===== config.mk =====
export PLATFORM = sky130hd
export DESIGN_NAME = i2c_master_transfer_sequencer_core_flat
export DESIGN_NICKNAME = d
export VERILOG_FILES = /design/src/rtl/i2cms_pkg.sv /design/src/rtl/i2cms_in_if.sv /design/src/rtl/i2cms_out_if.sv /design/src/rtl/i2cms_ram.sv /design/src/rtl/i2c_master_transfer_sequencer_core.sv /design/src/flat_wrapper.sv
export SDC_FILE = /design/constraint.sdc
export NUM_CORES = 2
export LEC_CHECK = 0
export CAP_MARGIN = 20
export CORE_ASPECT_RATIO = 0.8
export CORE_MARGIN = 2
export CORE_UTILIZATION = 30
export CTS_CLUSTER_DIAMETER = 200
export CTS_CLUSTER_SIZE = 20
export DETAILED_ROUTE_END_ITERATION = 7
export DONT_BUFFER_PORTS = 1
export GPL_ROUTABILITY_DRIVEN = 0
export GPL_TIMING_DRIVEN = 0
export PLACE_DENSITY = 0.55
export SLEW_MARGIN = 20
export SYNTH_ARGS = -nofsm -noshare
export SYNTH_HDL_FRONTEND = slang
export SYNTH_HIERARCHICAL = 1
export SYNTH_SLANG_ARGS = --single-unit

===== constraint.sdc =====
create_clock -name clk -period 4.75 [get_ports clk]
set_input_delay 0 -clock clk [delete_from_list [all_inputs] [get_ports clk]]
set_output_delay 0 -clock clk [all_outputs]
set_load 0.05 [all_outputs]

===== src/rtl/i2cms_pkg.sv =====
// ----------------------------------------------------------------------------
// i2cms_pkg
// Types, codes and the transition tables of the I2C master sequencer.
// ----------------------------------------------------------------------------
`default_nettype none

package i2cms_pkg;

  localparam logic [1:0] FUNC_LOAD  = 2'd0;
  localparam logic [1:0] FUNC_START = 2'd1;
  localparam logic [1:0] FUNC_EVENT = 2'd2;

  localparam logic [1:0] MODE_WRITE = 2'd0;
  localparam logic [1:0] MODE_WR_RD = 2'd1;
  localparam logic [1:0] MODE_READ  = 2'd2;

  localparam logic [2:0] A_NONE   = 3'd0;
  localparam logic [2:0] A_START  = 3'd1;
  localparam logic [2:0] A_ADDR_W = 3'd2;
  localparam logic [2:0] A_ADDR_R = 3'd3;
  localparam logic [2:0] A_SEND   = 3'd4;
  localparam logic [2:0] A_RACK   = 3'd5;
  localparam logic [2:0] A_RNACK  = 3'd6;
  localparam logic [2:0] A_STOP   = 3'd7;

  localparam logic [3:0] S_IDLE     = 4'd0;
  localparam logic [3:0] S_START    = 4'd1;
  localparam logic [3:0] S_RESTART  = 4'd2;
  localparam logic [3:0] S_ADDRW    = 4'd3;
  localparam logic [3:0] S_ADDRR    = 4'd4;
  localparam logic [3:0] S_SENT     = 4'd5;
  localparam logic [3:0] S_LASTSENT = 4'd6;
  localparam logic [3:0] S_RECV     = 4'd7;
  localparam logic [3:0] S_LASTRECV = 4'd8;
  localparam logic [3:0] S_STOP     = 4'd9;

  localparam logic [7:0] ST_ILLEGAL  = 8'h00;
  localparam logic [7:0] ST_START    = 8'h08;
  localparam logic [7:0] ST_RESTART  = 8'h10;
  localparam logic [7:0] ST_AW_ACK   = 8'h18;
  localparam logic [7:0] ST_DATA_ACK = 8'h28;
  localparam logic [7:0] ST_AR_ACK   = 8'h40;
  localparam logic [7:0] ST_RX_ACK   = 8'h50;
  localparam logic [7:0] ST_RX_NACK  = 8'h58;
  localparam logic [7:0] ST_ANY      = 8'hff;
  localparam logic [7:0] STATUS_MASK = 8'hfc;

  localparam logic [1:0] RES_OK       = 2'd0;
  localparam logic [1:0] RES_MISMATCH = 2'd1;
  localparam logic [1:0] RES_ILLEGAL  = 2'd2;

  typedef struct packed {
    logic [3:0] ok_state;
    logic [2:0] ok_action;
    logic [3:0] err_state;
    logic [2:0] err_action;
    logic [7:0] expect_code;
  } row_t;

  typedef struct packed {
    logic [2:0] bus_action;
    logic [7:0] tx_byte;
    logic       rx_valid;
    logic [7:0] rx_index;
    logic [7:0] rx_byte;
    logic       done_res;
    logic [1:0] result_code;
    logic [7:0] err_bus_status;
    logic [3:0] err_seq_state;
  } res_t;

  function automatic row_t seq_row(input logic [1:0] sel, input logic [3:0] cur);
    row_t r;
    r = '{S_IDLE, A_NONE, S_IDLE, A_NONE, ST_ANY};
    unique case (sel)
      MODE_WRITE: begin
        unique case (cur)
          S_START:    r = '{S_ADDRW, A_ADDR_W, S_ADDRW, A_ADDR_W, ST_START};
          S_RESTART:  r = '{S_ADDRW, A_ADDR_W, S_ADDRW, A_ADDR_W, ST_RESTART};
          S_ADDRW:    r = '{S_SENT, A_SEND, S_STOP, A_STOP, ST_AW_ACK};
          S_SENT:     r = '{S_SENT, A_SEND, S_STOP, A_STOP, ST_DATA_ACK};
          S_LASTSENT: r = '{S_STOP, A_STOP, S_STOP, A_STOP, ST_DATA_ACK};
          S_ADDRR, S_RECV, S_LASTRECV:
                      r = '{S_STOP, A_STOP, S_STOP, A_STOP, ST_ILLEGAL};
          default:    r = '{S_IDLE, A_NONE, S_IDLE, A_NONE, ST_ANY};
        endcase
      end
      MODE_WR_RD: begin
        unique case (cur)
          S_START:    r = '{S_ADDRW, A_ADDR_W, S_ADDRW, A_ADDR_W, ST_START};
          S_RESTART:  r = '{S_ADDRR, A_ADDR_R, S_ADDRR, A_ADDR_R, ST_RESTART};
          S_ADDRW:    r = '{S_SENT, A_SEND, S_STOP, A_STOP, ST_AW_ACK};
          S_ADDRR:    r = '{S_RECV, A_RACK, S_STOP, A_STOP, ST_AR_ACK};
          S_SENT:     r = '{S_SENT, A_SEND, S_STOP, A_STOP, ST_DATA_ACK};
          S_LASTSENT: r = '{S_RESTART, A_START, S_STOP, A_STOP, ST_DATA_ACK};
          S_RECV:     r = '{S_RECV, A_RACK, S_STOP, A_STOP, ST_RX_ACK};
          S_LASTRECV: r = '{S_STOP, A_STOP, S_STOP, A_STOP, ST_RX_NACK};
          default:    r = '{S_IDLE, A_NONE, S_IDLE, A_NONE, ST_ANY};
        endcase
      end
      default: begin
        unique case (cur)
          S_START:    r = '{S_ADDRR, A_ADDR_R, S_ADDRR, A_ADDR_R, ST_START};
          S_RESTART:  r = '{S_ADDRR, A_ADDR_R, S_ADDRR, A_ADDR_R, ST_RESTART};
          S_ADDRR:    r = '{S_RECV, A_RACK, S_STOP, A_STOP, ST_AR_ACK};
          S_RECV:     r = '{S_RECV, A_RACK, S_STOP, A_STOP, ST_RX_ACK};
          S_LASTRECV: r = '{S_STOP, A_STOP, S_STOP, A_STOP, ST_RX_NACK};
          S_ADDRW, S_SENT, S_LASTSENT:
                      r = '{S_STOP, A_STOP, S_STOP, A_STOP, ST_ILLEGAL};
          default:    r = '{S_IDLE, A_NONE, S_IDLE, A_NONE, ST_ANY};
        endcase
      end
    endcase
    return r;
  endfunction

endpackage

`default_nettype wire


===== src/rtl/i2cms_in_if.sv =====
// ----------------------------------------------------------------------------
// i2cms_in_if
// Input item channel of the I2C master sequencer: valid, ready and payload.
// ----------------------------------------------------------------------------
`default_nettype none

interface i2cms_in_if;
  logic       valid;
  logic       ready;
  logic [1:0] func;
  logic [1:0] mode;
  logic [6:0] slave_addr;
  logic [7:0] send_last_index;
  logic [7:0] recv_last_index;
  logic [7:0] load_index;
  logic [7:0] load_byte;
  logic [7:0] bus_status;
  logic [7:0] bus_data;

  modport source (
    output valid, func, mode, slave_addr, send_last_index, recv_last_index,
           load_index, load_byte, bus_status, bus_data,
    input  ready
  );
  modport sink (
    input  valid, func, mode, slave_addr, send_last_index, recv_last_index,
           load_index, load_byte, bus_status, bus_data,
    output ready
  );
endinterface

`default_nettype wire


===== src/rtl/i2cms_out_if.sv =====
// ----------------------------------------------------------------------------
// i2cms_out_if
// Result item channel of the I2C master sequencer: valid, ready and payload.
// ----------------------------------------------------------------------------
`default_nettype none

interface i2cms_out_if;
  logic       valid;
  logic       ready;
  logic [2:0] bus_action;
  logic [7:0] tx_byte;
  logic       rx_valid;
  logic [7:0] rx_index;
  logic [7:0] rx_byte;
  logic       done_res;
  logic [1:0] result_code;
  logic [7:0] err_bus_status;
  logic [3:0] err_seq_state;

  modport source (
    output valid, bus_action, tx_byte, rx_valid, rx_index, rx_byte, done_res,
           result_code, err_bus_status, err_seq_state,
    input  ready
  );
  modport sink (
    input  valid, bus_action, tx_byte, rx_valid, rx_index, rx_byte, done_res,
           result_code, err_bus_status, err_seq_state,
    output ready
  );
endinterface

`default_nettype wire


===== src/rtl/i2cms_ram.sv =====
// ----------------------------------------------------------------------------
// i2cms_ram
// Generic single-write, single-read RAM with a registered read port.
// ----------------------------------------------------------------------------
`default_nettype none

module i2cms_ram #(
  parameter int WIDTH = 8,
  parameter int DEPTH = 256
) (
  input  wire logic                     clk,
  input  wire logic                     we,
  input  wire logic [$clog2(DEPTH)-1:0] waddr,
  input  wire logic [WIDTH-1:0]         wdata,
  input  wire logic [$clog2(DEPTH)-1:0] raddr,
  output logic      [WIDTH-1:0]         rdata
);

  logic [WIDTH-1:0] mem [DEPTH];

  always_ff @(posedge clk) begin
    if (we) begin
      mem[waddr] <= wdata;
    end
    rdata <= mem[raddr];
  end

endmodule

`default_nettype wire


===== src/rtl/i2c_master_transfer_sequencer_core.sv =====
// ----------------------------------------------------------------------------
// i2c_master_transfer_sequencer_core
// I2C master transfer sequencer stepped by two-wire bus status codes.
// ----------------------------------------------------------------------------
// Each item has an accept cycle, where a load item writes the send byte
// store and the store is read at the current send position, and then an
// execute cycle, where the registered store data, the mode table and the
// sequence registers produce the result and the next state. One item is in
// work at a time: a new item is accepted only after the last one has
// executed, and a result held by a stalled output delays the execute cycle
// until taken. The send store is not cleared after reset: entries are to be
// read only after a load has written them; the block does not enforce this.
// ----------------------------------------------------------------------------
`default_nettype none

module i2c_master_transfer_sequencer_core #(
  parameter int SEND_DEPTH = 256
) (
  input  wire logic  clk,
  input  wire logic  rst_n,
  i2cms_in_if.sink   in_ch,
  i2cms_out_if.source out_ch
);

  localparam int AW = $clog2(SEND_DEPTH);

  logic            busy_r,  busy_nxt;
  logic            out_valid_r, out_valid_nxt;
  i2cms_pkg::res_t res_r, res_nxt;

  logic [1:0] it_func_r;
  logic [1:0] it_mode_r;
  logic [6:0] it_addr_r;
  logic [7:0] it_slast_r;
  logic [7:0] it_rlast_r;
  logic [7:0] it_status_r;
  logic [7:0] it_data_r;

  logic          active_r,   active_nxt;
  logic [1:0]    tsel_r,     tsel_nxt;
  logic [3:0]    seq_r,      seq_nxt;
  logic [6:0]    taddr_r,    taddr_nxt;
  logic [7:0]    spos_r,     spos_nxt;
  logic [AW-1:0] saddr_r,    saddr_nxt;
  logic [7:0]    slast_r,    slast_nxt;
  logic [7:0]    rpos_r,     rpos_nxt;
  logic [7:0]    rlast_r,    rlast_nxt;
  logic [1:0]    outcome_r,  outcome_nxt;
  logic [7:0]    fstatus_r,  fstatus_nxt;
  logic [3:0]    fstate_r,   fstate_nxt;

  logic          in_acc;
  logic          exec;
  logic          ram_we;
  logic [7:0]    ram_rdata;

  assign in_ch.ready = !busy_r;
  assign in_acc      = in_ch.valid && !busy_r;
  assign exec        = busy_r && (!out_valid_r || out_ch.ready);
  assign ram_we      = in_acc && (in_ch.func == i2cms_pkg::FUNC_LOAD)
                       && ({1'b0, in_ch.load_index} < 9'(SEND_DEPTH));

  i2cms_ram #(
    .WIDTH (8),
    .DEPTH (SEND_DEPTH)
  ) u_send_ram (
    .clk   (clk),
    .we    (ram_we),
    .waddr (in_ch.load_index[AW-1:0]),
    .wdata (in_ch.load_byte),
    .raddr (saddr_r),
    .rdata (ram_rdata)
  );

  always_comb begin
    i2cms_pkg::row_t row;
    logic [1:0] sel;
    logic [3:0] cur;
    logic [7:0] masked;
    logic [2:0] action;
    logic [3:0] nxt;

    busy_nxt      = busy_r;
    out_valid_nxt = out_valid_r;
    res_nxt       = res_r;
    active_nxt    = active_r;
    tsel_nxt      = tsel_r;
    seq_nxt       = seq_r;
    taddr_nxt     = taddr_r;
    spos_nxt      = spos_r;
    saddr_nxt     = saddr_r;
    slast_nxt     = slast_r;
    rpos_nxt      = rpos_r;
    rlast_nxt     = rlast_r;
    outcome_nxt   = outcome_r;
    fstatus_nxt   = fstatus_r;
    fstate_nxt    = fstate_r;

    sel    = (tsel_r > i2cms_pkg::MODE_READ) ? i2cms_pkg::MODE_READ : tsel_r;
    cur    = (seq_r > i2cms_pkg::S_STOP) ? i2cms_pkg::S_STOP : seq_r;
    masked = it_status_r & i2cms_pkg::STATUS_MASK;
    row    = i2cms_pkg::seq_row(sel, cur);
    action = i2cms_pkg::A_NONE;
    nxt    = seq_r;

    if (out_ch.ready) begin
      out_valid_nxt = 1'b0;
    end
    if (in_acc) begin
      busy_nxt = 1'b1;
    end

    if (exec) begin
      busy_nxt      = 1'b0;
      out_valid_nxt = 1'b1;
      res_nxt       = '0;
      unique case (it_func_r)
        i2cms_pkg::FUNC_START: begin
          if (!active_r && it_mode_r <= i2cms_pkg::MODE_READ) begin
            active_nxt         = 1'b1;
            tsel_nxt           = it_mode_r;
            seq_nxt            = i2cms_pkg::S_START;
            taddr_nxt          = it_addr_r;
            spos_nxt           = '0;
            saddr_nxt          = '0;
            slast_nxt          = it_slast_r;
            rpos_nxt           = '0;
            rlast_nxt          = it_rlast_r;
            outcome_nxt        = i2cms_pkg::RES_OK;
            fstatus_nxt        = '0;
            fstate_nxt         = '0;
            res_nxt.bus_action = i2cms_pkg::A_START;
          end
        end
        i2cms_pkg::FUNC_EVENT: begin
          if (!active_r) begin
            seq_nxt = i2cms_pkg::S_IDLE;
          end else begin
            if (cur == i2cms_pkg::S_RECV || cur == i2cms_pkg::S_LASTRECV) begin
              res_nxt.rx_valid = 1'b1;
              res_nxt.rx_index = rpos_r;
              res_nxt.rx_byte  = it_data_r;
              rpos_nxt         = rpos_r + 8'd1;
            end
            if (row.expect_code == i2cms_pkg::ST_ILLEGAL) begin
              outcome_nxt = i2cms_pkg::RES_ILLEGAL;
              fstate_nxt  = cur;
              nxt         = row.err_state;
              action      = row.err_action;
            end else if (row.expect_code == i2cms_pkg::ST_ANY
                         || row.expect_code == masked) begin
              nxt    = row.ok_state;
              action = row.ok_action;
            end else begin
              outcome_nxt = i2cms_pkg::RES_MISMATCH;
              fstate_nxt  = cur;
              fstatus_nxt = masked;
              nxt         = row.err_state;
              action      = row.err_action;
            end
            if (action == i2cms_pkg::A_RACK && rpos_nxt == rlast_r) begin
              action = i2cms_pkg::A_RNACK;
              nxt    = i2cms_pkg::S_LASTRECV;
            end
            res_nxt.bus_action = action;
            unique case (action)
              i2cms_pkg::A_NONE: active_nxt = 1'b0;
              i2cms_pkg::A_ADDR_W: res_nxt.tx_byte = {taddr_r, 1'b0};
              i2cms_pkg::A_ADDR_R: res_nxt.tx_byte = {taddr_r, 1'b1};
              i2cms_pkg::A_SEND: begin
                res_nxt.tx_byte = ram_rdata;
                if (spos_r == slast_r) begin
                  nxt = i2cms_pkg::S_LASTSENT;
                end else begin
                  spos_nxt = spos_r + 8'd1;
                  if (spos_r == 8'hff || saddr_r == AW'(SEND_DEPTH - 1)) begin
                    saddr_nxt = '0;
                  end else begin
                    saddr_nxt = saddr_r + AW'(1);
                  end
                end
              end
              i2cms_pkg::A_STOP: begin
                res_nxt.done_res       = 1'b1;
                res_nxt.result_code    = outcome_nxt;
                res_nxt.err_bus_status = fstatus_nxt;
                res_nxt.err_seq_state  = fstate_nxt;
              end
              default: ;
            endcase
            seq_nxt = nxt;
          end
        end
        default: ;
      endcase
    end
  end

  always_ff @(posedge clk) begin
    if (!rst_n) begin
      busy_r      <= 1'b0;
      out_valid_r <= 1'b0;
      active_r    <= 1'b0;
      tsel_r      <= '0;
      seq_r       <= i2cms_pkg::S_IDLE;
      taddr_r     <= '0;
      spos_r      <= '0;
      saddr_r     <= '0;
      slast_r     <= '0;
      rpos_r      <= '0;
      rlast_r     <= '0;
      outcome_r   <= i2cms_pkg::RES_OK;
      fstatus_r   <= '0;
      fstate_r    <= '0;
    end else begin
      busy_r      <= busy_nxt;
      out_valid_r <= out_valid_nxt;
      active_r    <= active_nxt;
      tsel_r      <= tsel_nxt;
      seq_r       <= seq_nxt;
      taddr_r     <= taddr_nxt;
      spos_r      <= spos_nxt;
      saddr_r     <= saddr_nxt;
      slast_r     <= slast_nxt;
      rpos_r      <= rpos_nxt;
      rlast_r     <= rlast_nxt;
      outcome_r   <= outcome_nxt;
      fstatus_r   <= fstatus_nxt;
      fstate_r    <= fstate_nxt;
    end
  end

  always_ff @(posedge clk) begin
    res_r <= res_nxt;
    if (in_acc) begin
      it_func_r   <= in_ch.func;
      it_mode_r   <= in_ch.mode;
      it_addr_r   <= in_ch.slave_addr;
      it_slast_r  <= in_ch.send_last_index;
      it_rlast_r  <= in_ch.recv_last_index;
      it_status_r <= in_ch.bus_status;
      it_data_r   <= in_ch.bus_data;
    end
  end

  assign out_ch.valid          = out_valid_r;
  assign out_ch.bus_action     = res_r.bus_action;
  assign out_ch.tx_byte        = res_r.tx_byte;
  assign out_ch.rx_valid       = res_r.rx_valid;
  assign out_ch.rx_index       = res_r.rx_index;
  assign out_ch.rx_byte        = res_r.rx_byte;
  assign out_ch.done_res       = res_r.done_res;
  assign out_ch.result_code    = res_r.result_code;
  assign out_ch.err_bus_status = res_r.err_bus_status;
  assign out_ch.err_seq_state  = res_r.err_seq_state;

endmodule

`default_nettype wire


===== src/flat_wrapper.sv =====
// flat-port wrapper written by rule: the top's interface ports become plain ports
module i2c_master_transfer_sequencer_core_flat 
#(
  parameter int SEND_DEPTH = 256
)
  (clk, rst_n, in_ch_valid, in_ch_func, in_ch_mode, in_ch_slave_addr, in_ch_send_last_index, in_ch_recv_last_index, in_ch_load_index, in_ch_load_byte, in_ch_bus_status, in_ch_bus_data, in_ch_ready, out_ch_valid, out_ch_bus_action, out_ch_tx_byte, out_ch_rx_valid, out_ch_rx_index, out_ch_rx_byte, out_ch_done_res, out_ch_result_code, out_ch_err_bus_status, out_ch_err_seq_state, out_ch_ready);
  i2cms_in_if in_ch_i ();
  i2cms_out_if out_ch_i ();
  input  wire logic clk;
  input  wire logic rst_n;
  input wire logic [$bits(in_ch_i.valid)-1:0] in_ch_valid;
  input wire logic [$bits(in_ch_i.func)-1:0] in_ch_func;
  input wire logic [$bits(in_ch_i.mode)-1:0] in_ch_mode;
  input wire logic [$bits(in_ch_i.slave_addr)-1:0] in_ch_slave_addr;
  input wire logic [$bits(in_ch_i.send_last_index)-1:0] in_ch_send_last_index;
  input wire logic [$bits(in_ch_i.recv_last_index)-1:0] in_ch_recv_last_index;
  input wire logic [$bits(in_ch_i.load_index)-1:0] in_ch_load_index;
  input wire logic [$bits(in_ch_i.load_byte)-1:0] in_ch_load_byte;
  input wire logic [$bits(in_ch_i.bus_status)-1:0] in_ch_bus_status;
  input wire logic [$bits(in_ch_i.bus_data)-1:0] in_ch_bus_data;
  output wire logic [$bits(in_ch_i.ready)-1:0] in_ch_ready;
  output wire logic [$bits(out_ch_i.valid)-1:0] out_ch_valid;
  output wire logic [$bits(out_ch_i.bus_action)-1:0] out_ch_bus_action;
  output wire logic [$bits(out_ch_i.tx_byte)-1:0] out_ch_tx_byte;
  output wire logic [$bits(out_ch_i.rx_valid)-1:0] out_ch_rx_valid;
  output wire logic [$bits(out_ch_i.rx_index)-1:0] out_ch_rx_index;
  output wire logic [$bits(out_ch_i.rx_byte)-1:0] out_ch_rx_byte;
  output wire logic [$bits(out_ch_i.done_res)-1:0] out_ch_done_res;
  output wire logic [$bits(out_ch_i.result_code)-1:0] out_ch_result_code;
  output wire logic [$bits(out_ch_i.err_bus_status)-1:0] out_ch_err_bus_status;
  output wire logic [$bits(out_ch_i.err_seq_state)-1:0] out_ch_err_seq_state;
  input wire logic [$bits(out_ch_i.ready)-1:0] out_ch_ready;
  assign in_ch_i.valid = in_ch_valid;
  assign in_ch_i.func = in_ch_func;
  assign in_ch_i.mode = in_ch_mode;
  assign in_ch_i.slave_addr = in_ch_slave_addr;
  assign in_ch_i.send_last_index = in_ch_send_last_index;
  assign in_ch_i.recv_last_index = in_ch_recv_last_index;
  assign in_ch_i.load_index = in_ch_load_index;
  assign in_ch_i.load_byte = in_ch_load_byte;
  assign in_ch_i.bus_status = in_ch_bus_status;
  assign in_ch_i.bus_data = in_ch_bus_data;
  assign in_ch_ready = in_ch_i.ready;
  assign out_ch_valid = out_ch_i.valid;
  assign out_ch_bus_action = out_ch_i.bus_action;
  assign out_ch_tx_byte = out_ch_i.tx_byte;
  assign out_ch_rx_valid = out_ch_i.rx_valid;
  assign out_ch_rx_index = out_ch_i.rx_index;
  assign out_ch_rx_byte = out_ch_i.rx_byte;
  assign out_ch_done_res = out_ch_i.done_res;
  assign out_ch_result_code = out_ch_i.result_code;
  assign out_ch_err_bus_status = out_ch_i.err_bus_status;
  assign out_ch_err_seq_state = out_ch_i.err_seq_state;
  assign out_ch_i.ready = out_ch_ready;
  i2c_master_transfer_sequencer_core #(.SEND_DEPTH(SEND_DEPTH)) u_core (.clk(clk), .rst_n(rst_n), .in_ch(in_ch_i), .out_ch(out_ch_i));
endmodule

Word-level counts from Yosys, hierarchy flattened
Memory sizes are Yosys's and may differ from the RTL's. A register that Yosys moved wholly into a read port is not among the register bits.
Cells that the tools add are included.
W data, S select, Z words.
{ "totals": {"regBits": 156, "ram_bits": 2048, "mem_bits_ro": 1024, "elab_cells": 151, "n_memories": 4} }
{ "classes": {"add_sub_neg": 3, "magnitude_cmp": 3, "eq_ne": 20, "muxes": 64, "n_bitwise": 1, "reduce_logical": 26} }
{ "memory_table": {"columns": ["memory", "words", "word_bits", "rd", "rd_ports_with_merged_regs", "wr", "line_no", "rtl"], "rows": [
  ["u_core.u_send_ram.mem", 256, 8, 1, 1, 1, "i2cms_ram.sv:19", "logic [WIDTH-1:0] mem [DEPTH];"],
  ["(no name shown)", 16, 22, 1, 0, 0, "i2cms_pkg.sv:89", "unique case (cur)"],
  ["(no name shown)", 16, 21, 1, 0, 0, "i2cms_pkg.sv:77", "unique case (cur)"],
  ["(no name shown)", 16, 21, 1, 0, 0, "i2cms_pkg.sv:102", "unique case (cur)"]
]} }
{ "ops": {"columns": ["cell", "count"], "rows": [
  ["$mux W8", 16],
  ["$pmux W8 S2", 4],
  ["$mux W4", 12],
  ["$pmux W22 S2", 1],
  ["$mux W43", 1],
  ["$mux W3", 9],
  ["$add A8 B1 Y8 const B", 3],
  ["$eq A8 B8 Y1", 3],
  ["$eq A8 B8 Y1 const B", 3],
  ["$pmux W8 S3", 1],
  ["$mux W17", 1],
  ["$pmux W4 S2", 2],
  ["$mux W15", 1],
  ["$reduce_and A3 Y1", 4],
  ["$mux W2", 5],
  ["$eq A3 B3 Y1 const B", 3],
  ["$logic_not A8 Y1", 1],
  ["$mux W1", 8],
  ["$eq A3 B2 Y1 const B", 2],
  ["$pmux W3 S2", 1],
  ["$reduce_and A6 Y1", 1],
  ["$logic_and A1 B1 Y1", 5],
  ["$eq A2 B1 Y1 const B", 2],
  ["$eq A4 B3 Y1 const B", 1],
  ["other kinds (18)", 27]
]} }

Depth between registers and ports, before layout
{ "logic_depth": {"depth_word": 21, "mapped_depth": 18} }

Cells and area by module
Netlist, hierarchy kept.
{ "modules_own_cells": {"columns": ["mod", "n_inst", "cells_per_inst", "area_each_um2", "seq_area_each_um2"], "rows": [
  ["i2cms_ram", 1, 3733, 79556.3, 61659.1],
  ["i2c_master_transfer_sequencer_core", 1, 693, 7083.0, 3923.8]
]} }

Worst setup path before layout
OpenSTA, ideal clock, no wires.
{ "synth_path": {"kind": "register to register", "startpoint": "register u_core.busy_r", "endpoint": "memory u_core.u_send_ram.mem[234][0], enable pin", "setup_ps": 370, "t_arrival_ps": 3857, "slack_ps": 523, "stages_incl_launch_ff": 8, "n_path_buf": 3, "period_less_slack_ps": 4227, "path_cell_list": "dfxtp_1 -> nor2b_1 -> nor3b_1 -> clkbuf_1 -> buf_1 -> nand3_1 -> clkbuf_1 -> nor2_1"} }
{ "synth_between": {"elab_chain_len": 5} }
{ "synth_lines": {"columns": ["element", "line_no", "rtl"], "rows": [
  ["start, declared", "i2c_master_transfer_sequencer_core.sv:27", "logic busy_r, busy_nxt;"],
  ["start signal, assigned", "i2c_master_transfer_sequencer_core.sv:216", "busy_r <= busy_nxt;"],
  ["$logic_not A1 Y1", "i2c_master_transfer_sequencer_core.sv:58", "assign in_acc = in_ch.valid && !busy_r;"],
  ["$logic_and A1 B1 Y1", "i2c_master_transfer_sequencer_core.sv:58", null],
  ["net u_core.in_acc", "i2c_master_transfer_sequencer_core.sv:52", "logic in_acc;"],
  ["$logic_and A1 B1 Y1", "i2c_master_transfer_sequencer_core.sv:60", "assign ram_we = in_acc && (in_ch.func == i2cms_pkg::FUNC_LOAD)"],
  ["net u_core.ram_we", "i2c_master_transfer_sequencer_core.sv:54", "logic ram_we;"],
  ["$mux W1", "i2cms_ram.sv:22", "if (we) begin"],
  ["$mux W1 (not written as such)", "i2cms_ram.sv:23", "mem[waddr] <= wdata;"],
  ["end, declared", "i2cms_ram.sv:19", null]
]} }
The timed path passes the listed nets, and every way through them passes these cells.

==> impl_results.md <==
* Clock Sinks at between 2000 and 2500
* FF-to-FF Start: u_core/saddr_r[2]$_SDFFE_PN0P_
* Fin. Hold Viols at 0
* Busiest grt layer: met1
* Detailed placer's ending HPWL at about 190 mm
* Num ports at approximately 110
* Starting Density at 30.1%
* Register with the most flip-flops: u_core/u_send_ram/mem
* Pins Over Slew Limit at 0
* Rows at between 150 and 200
* Worst-margin pin slew at 1.35 ns
* Hold Startpoint: in_ch_load_index[6]
* Top_reg_cell synth: edfxtp_1
* R2R Setup Slk at -0.12 ns
* Failing checks: negative setup slack
* Number of synthesized register bits at roughly 2200
* GRT Overall Usage at around a fifth
* Global-route wire length before repair at 378 mm
* Met3 Usage GRT at around 6.8%
* Area delta synth->final at 12.3%
* Largest net degree at the start of global routing at roughly 260
* Clk_lat worst skew at approximately 0.80 ns
* CTS tree: done
* Max reg flops at 2048
* Max FO, Critical Path at 10
* Core Footprint at 287000 um2
* Share of the synthesized area in the top cell type at between 70% and 80%
* Async SR Flop Fraction at 0%
* Starting DRT DRC Count at between 7000 and 8000
* Final Power at 33.0 mW
* Hold path depth at 3
* Post-route setup slack at -0.124 ns
* Final min period at around 5 ns
* DR WL/cell at roughly 33 um
* DRC viols at 0
* CTS buffer count at 120
* Hold Path End: u_core/u_send_ram/mem[114][4]$_DFFE_PP_
* Critical Path Start Type: flip-flop
* Die width at ~600 um
* Post-synthesis sequential area ratio at around three quarters
* Worst IR Drop VDD at around 0.31 mV
* Filler Cell Count at between 20000 and 30000
* Worst Setup End Kind: flip-flop
* Ratio of cells with drive above 1 in the final layout at around 20%
* Worst endpoint data arrival time at 5.50 ns
* Pwr dens at 339 nW/um2
* Final #Nets at 4773
* Clock transition at the registers of the reported paths at roughly 0.090 ns
* CTS HTree Levels at 3
* Reg-to-reg critical path endpoint: u_core/u_send_ram/rdata[0]$_DFF_P_
* Status: finished with violations
* Synth unique cells at 90
* Max frequency at around 210 MHz
* Commonest non-fill, non-tap cell in the layout: edfxtp_1
* Mapped Nets at 4500
* Dominant cells by area after synthesis: edfxtp_1 74%, mux4_2 12%, dfxtp_1 1.8%
* Pre-CTS setup slack at -0.762 ns
* Maxcap violations at 0
* Final ANT Viol Nets at 0
* Final Setup Violations at 45
* Kind of critical path: reg -> reg
* Routed Wire Length at about 280 mm
* RSZ-0062 raised after global routing: true
* Final Cycle Share at 103%
* Post-Layout Cell Count at 8565
* GR Layer Usage met2 at roughly 26%
* Synth area leader: edfxtp_1
* Clk_skew at 0.0598 ns
* Area of the die at 293000 um2
* Number of flops mapped to enable cells by yosys at 2132
* Commonest cells after routing, fill and taps aside: 2132 x edfxtp_1, 456 x mux4_2, 285 x nor2_1
* Vias/cell at 5.57
* Pleak at roughly 28 nW
* Yosys Warn Count at 6
* Detailed Routing Iterations Pass 1 at 5
* Placed cells at between 8000 and 9000
* Hold crit path type: in -> reg
* Via count at approximately 48000
* Clk root buf: clkbuf_16
* Syn Area/Cell at between 15 and 20 um2
* Cells after Synth at around 4400
* CTS Buffer Depth at 3
* GRT overflow at 0
* Initial antenna violation count at 24
* Req. time, crit path at ~5.4 ns
* Vias in the first global route at between 40000 and 50000
* GR Layer Usage met1 at between 20% and 30%
* Die height at between 400 and 500 um
* # port buffers at 0
* Slew margin rel. at 10.2%
* R2R depth at 8
* Post-Synthesis Cell Area at ~87000 um2
layer usage:
| metal | wire length [um] | vias to the layer above |
|---|---|---|
| met5 | 586 | - |
| li1 | - | 18600 |
| met1 | 118000 | 25700 |
| met3 | 38800 | 364 |
| met2 | 115000 | 2983 |
| met4 | 6970 | 18 |
layout make-up:
cell class,instances,area [um2],share of cell area [%]
plain buffers,269,1680,1.73
clock inverters,4,80.1,0.0823
repair buffers,150,2030,2.08
inverters,25,93.8,0.0965
multi-input cells,1923,19800,20.4
clock buffers,151,3200,3.29
diodes,6,15.0,0.0154
well taps,3827,4790,4.92
flip-flops and latches,2210,65600,67.4
cell usage after synthesis, types with 32 or more instances:
cell and number:
dfxtp_1 78, a22oi_1 153, mux4_2 456, nand3_1 46
a21oi_1 152, edfxtp_1 2132, o21ai_0 32, clkbuf_1 138
nor2b_1 41, o221ai_1 48, nor2_1 350, nand2_1 125
mux2i_1 149, buf_2 35
through the flow:
step	TNS, ns	area (um2)	hold slack [ns]	utilization (%)
after global placement	-6317.87	91400	0.0990	31.8
after CTS	-0.117	96900	0.00557	33.7
after detailed placement	-13.13	92200	0.0989	32.1
after floorplan	0	86600	0.0989	-
after global routing	-0.156	97300	0.0466	33.9
final	-2.20	97300	0.0544	33.9
worst max-delay path by stage:
stage,cells after the start,start,slack (ns),end
after CTS,8,u_core/saddr_r[2]$_SDFFE_PN0P_,-0.12,u_core/u_send_ram/rdata[3]$_DFF_P_
after floorplan,7,u_core/busy_r$_SDFFE_PP0P_,0.52,u_core/u_send_ram/mem[234][0]$_DFFE_PP_
after detailed placement,8,u_core/saddr_r[2]$_SDFFE_PN0P_,-0.76,u_core/u_send_ram/rdata[3]$_DFF_P_
final,8,u_core/saddr_r[2]$_SDFFE_PN0P_,-0.12,u_core/u_send_ram/rdata[0]$_DFF_P_
after global placement,7,u_core/busy_r$_SDFFE_PP0P_,-3.87,u_core/u_send_ram/mem[54][2]$_DFFE_PP_
after global routing,9,u_core/saddr_r[2]$_SDFFE_PN0P_,-0.16,u_core/u_send_ram/rdata[5]$_DFF_P_
power by group:
| part | internal (mW) | switching, mW | leakage [nW] |
|---|---|---|---|
| Sequential | 21.4 | 0.0927 | 19.8 |
| Combinational | 0.145 | 0.500 | 6.63 |
| Clock | 4.72 | 6.13 | 1.59 |
| Total | 26.2 | 6.72 | 28.1 |
cells by family after synthesis:
| group | share of synthesized area (%) |
|---|---|
| DFF | 75.7 |
| and+or+nand+nor | 3.97 |
| muxes | 13.7 |
| AOI/OAI and AO/OA | 4.31 |
| buffers and inverters | 1.96 |
| xor gates and xnor gates | 0.221 |
| adders and majority gates | 0.159 |
worst max-delay path, cell delays in order (launching register included):
cell      delay, ns
dfxtp_1        0.69
buf_2          0.59
and2_1         0.20
buf_1          0.59
clkbuf_4       0.57
a22oi_1        0.34
a21oi_1        0.74
nor3_1         0.21
nor4_4         0.71
what timing repair did:
| item | in CTS | in global routing |
|---|---|---|
| setup endpoints to repair | 248 | 703 |
| setup buffers | 0 | 4 |
| endpoints found under the hold margin | 2284 | 0 |
| cloned | 0 | 1 |
| resized for setup | 62 | 38 |
| pin swaps | 0 | 1 |
| hold buffers | 110 | 0 |
(Power assumes the default switching activity.)
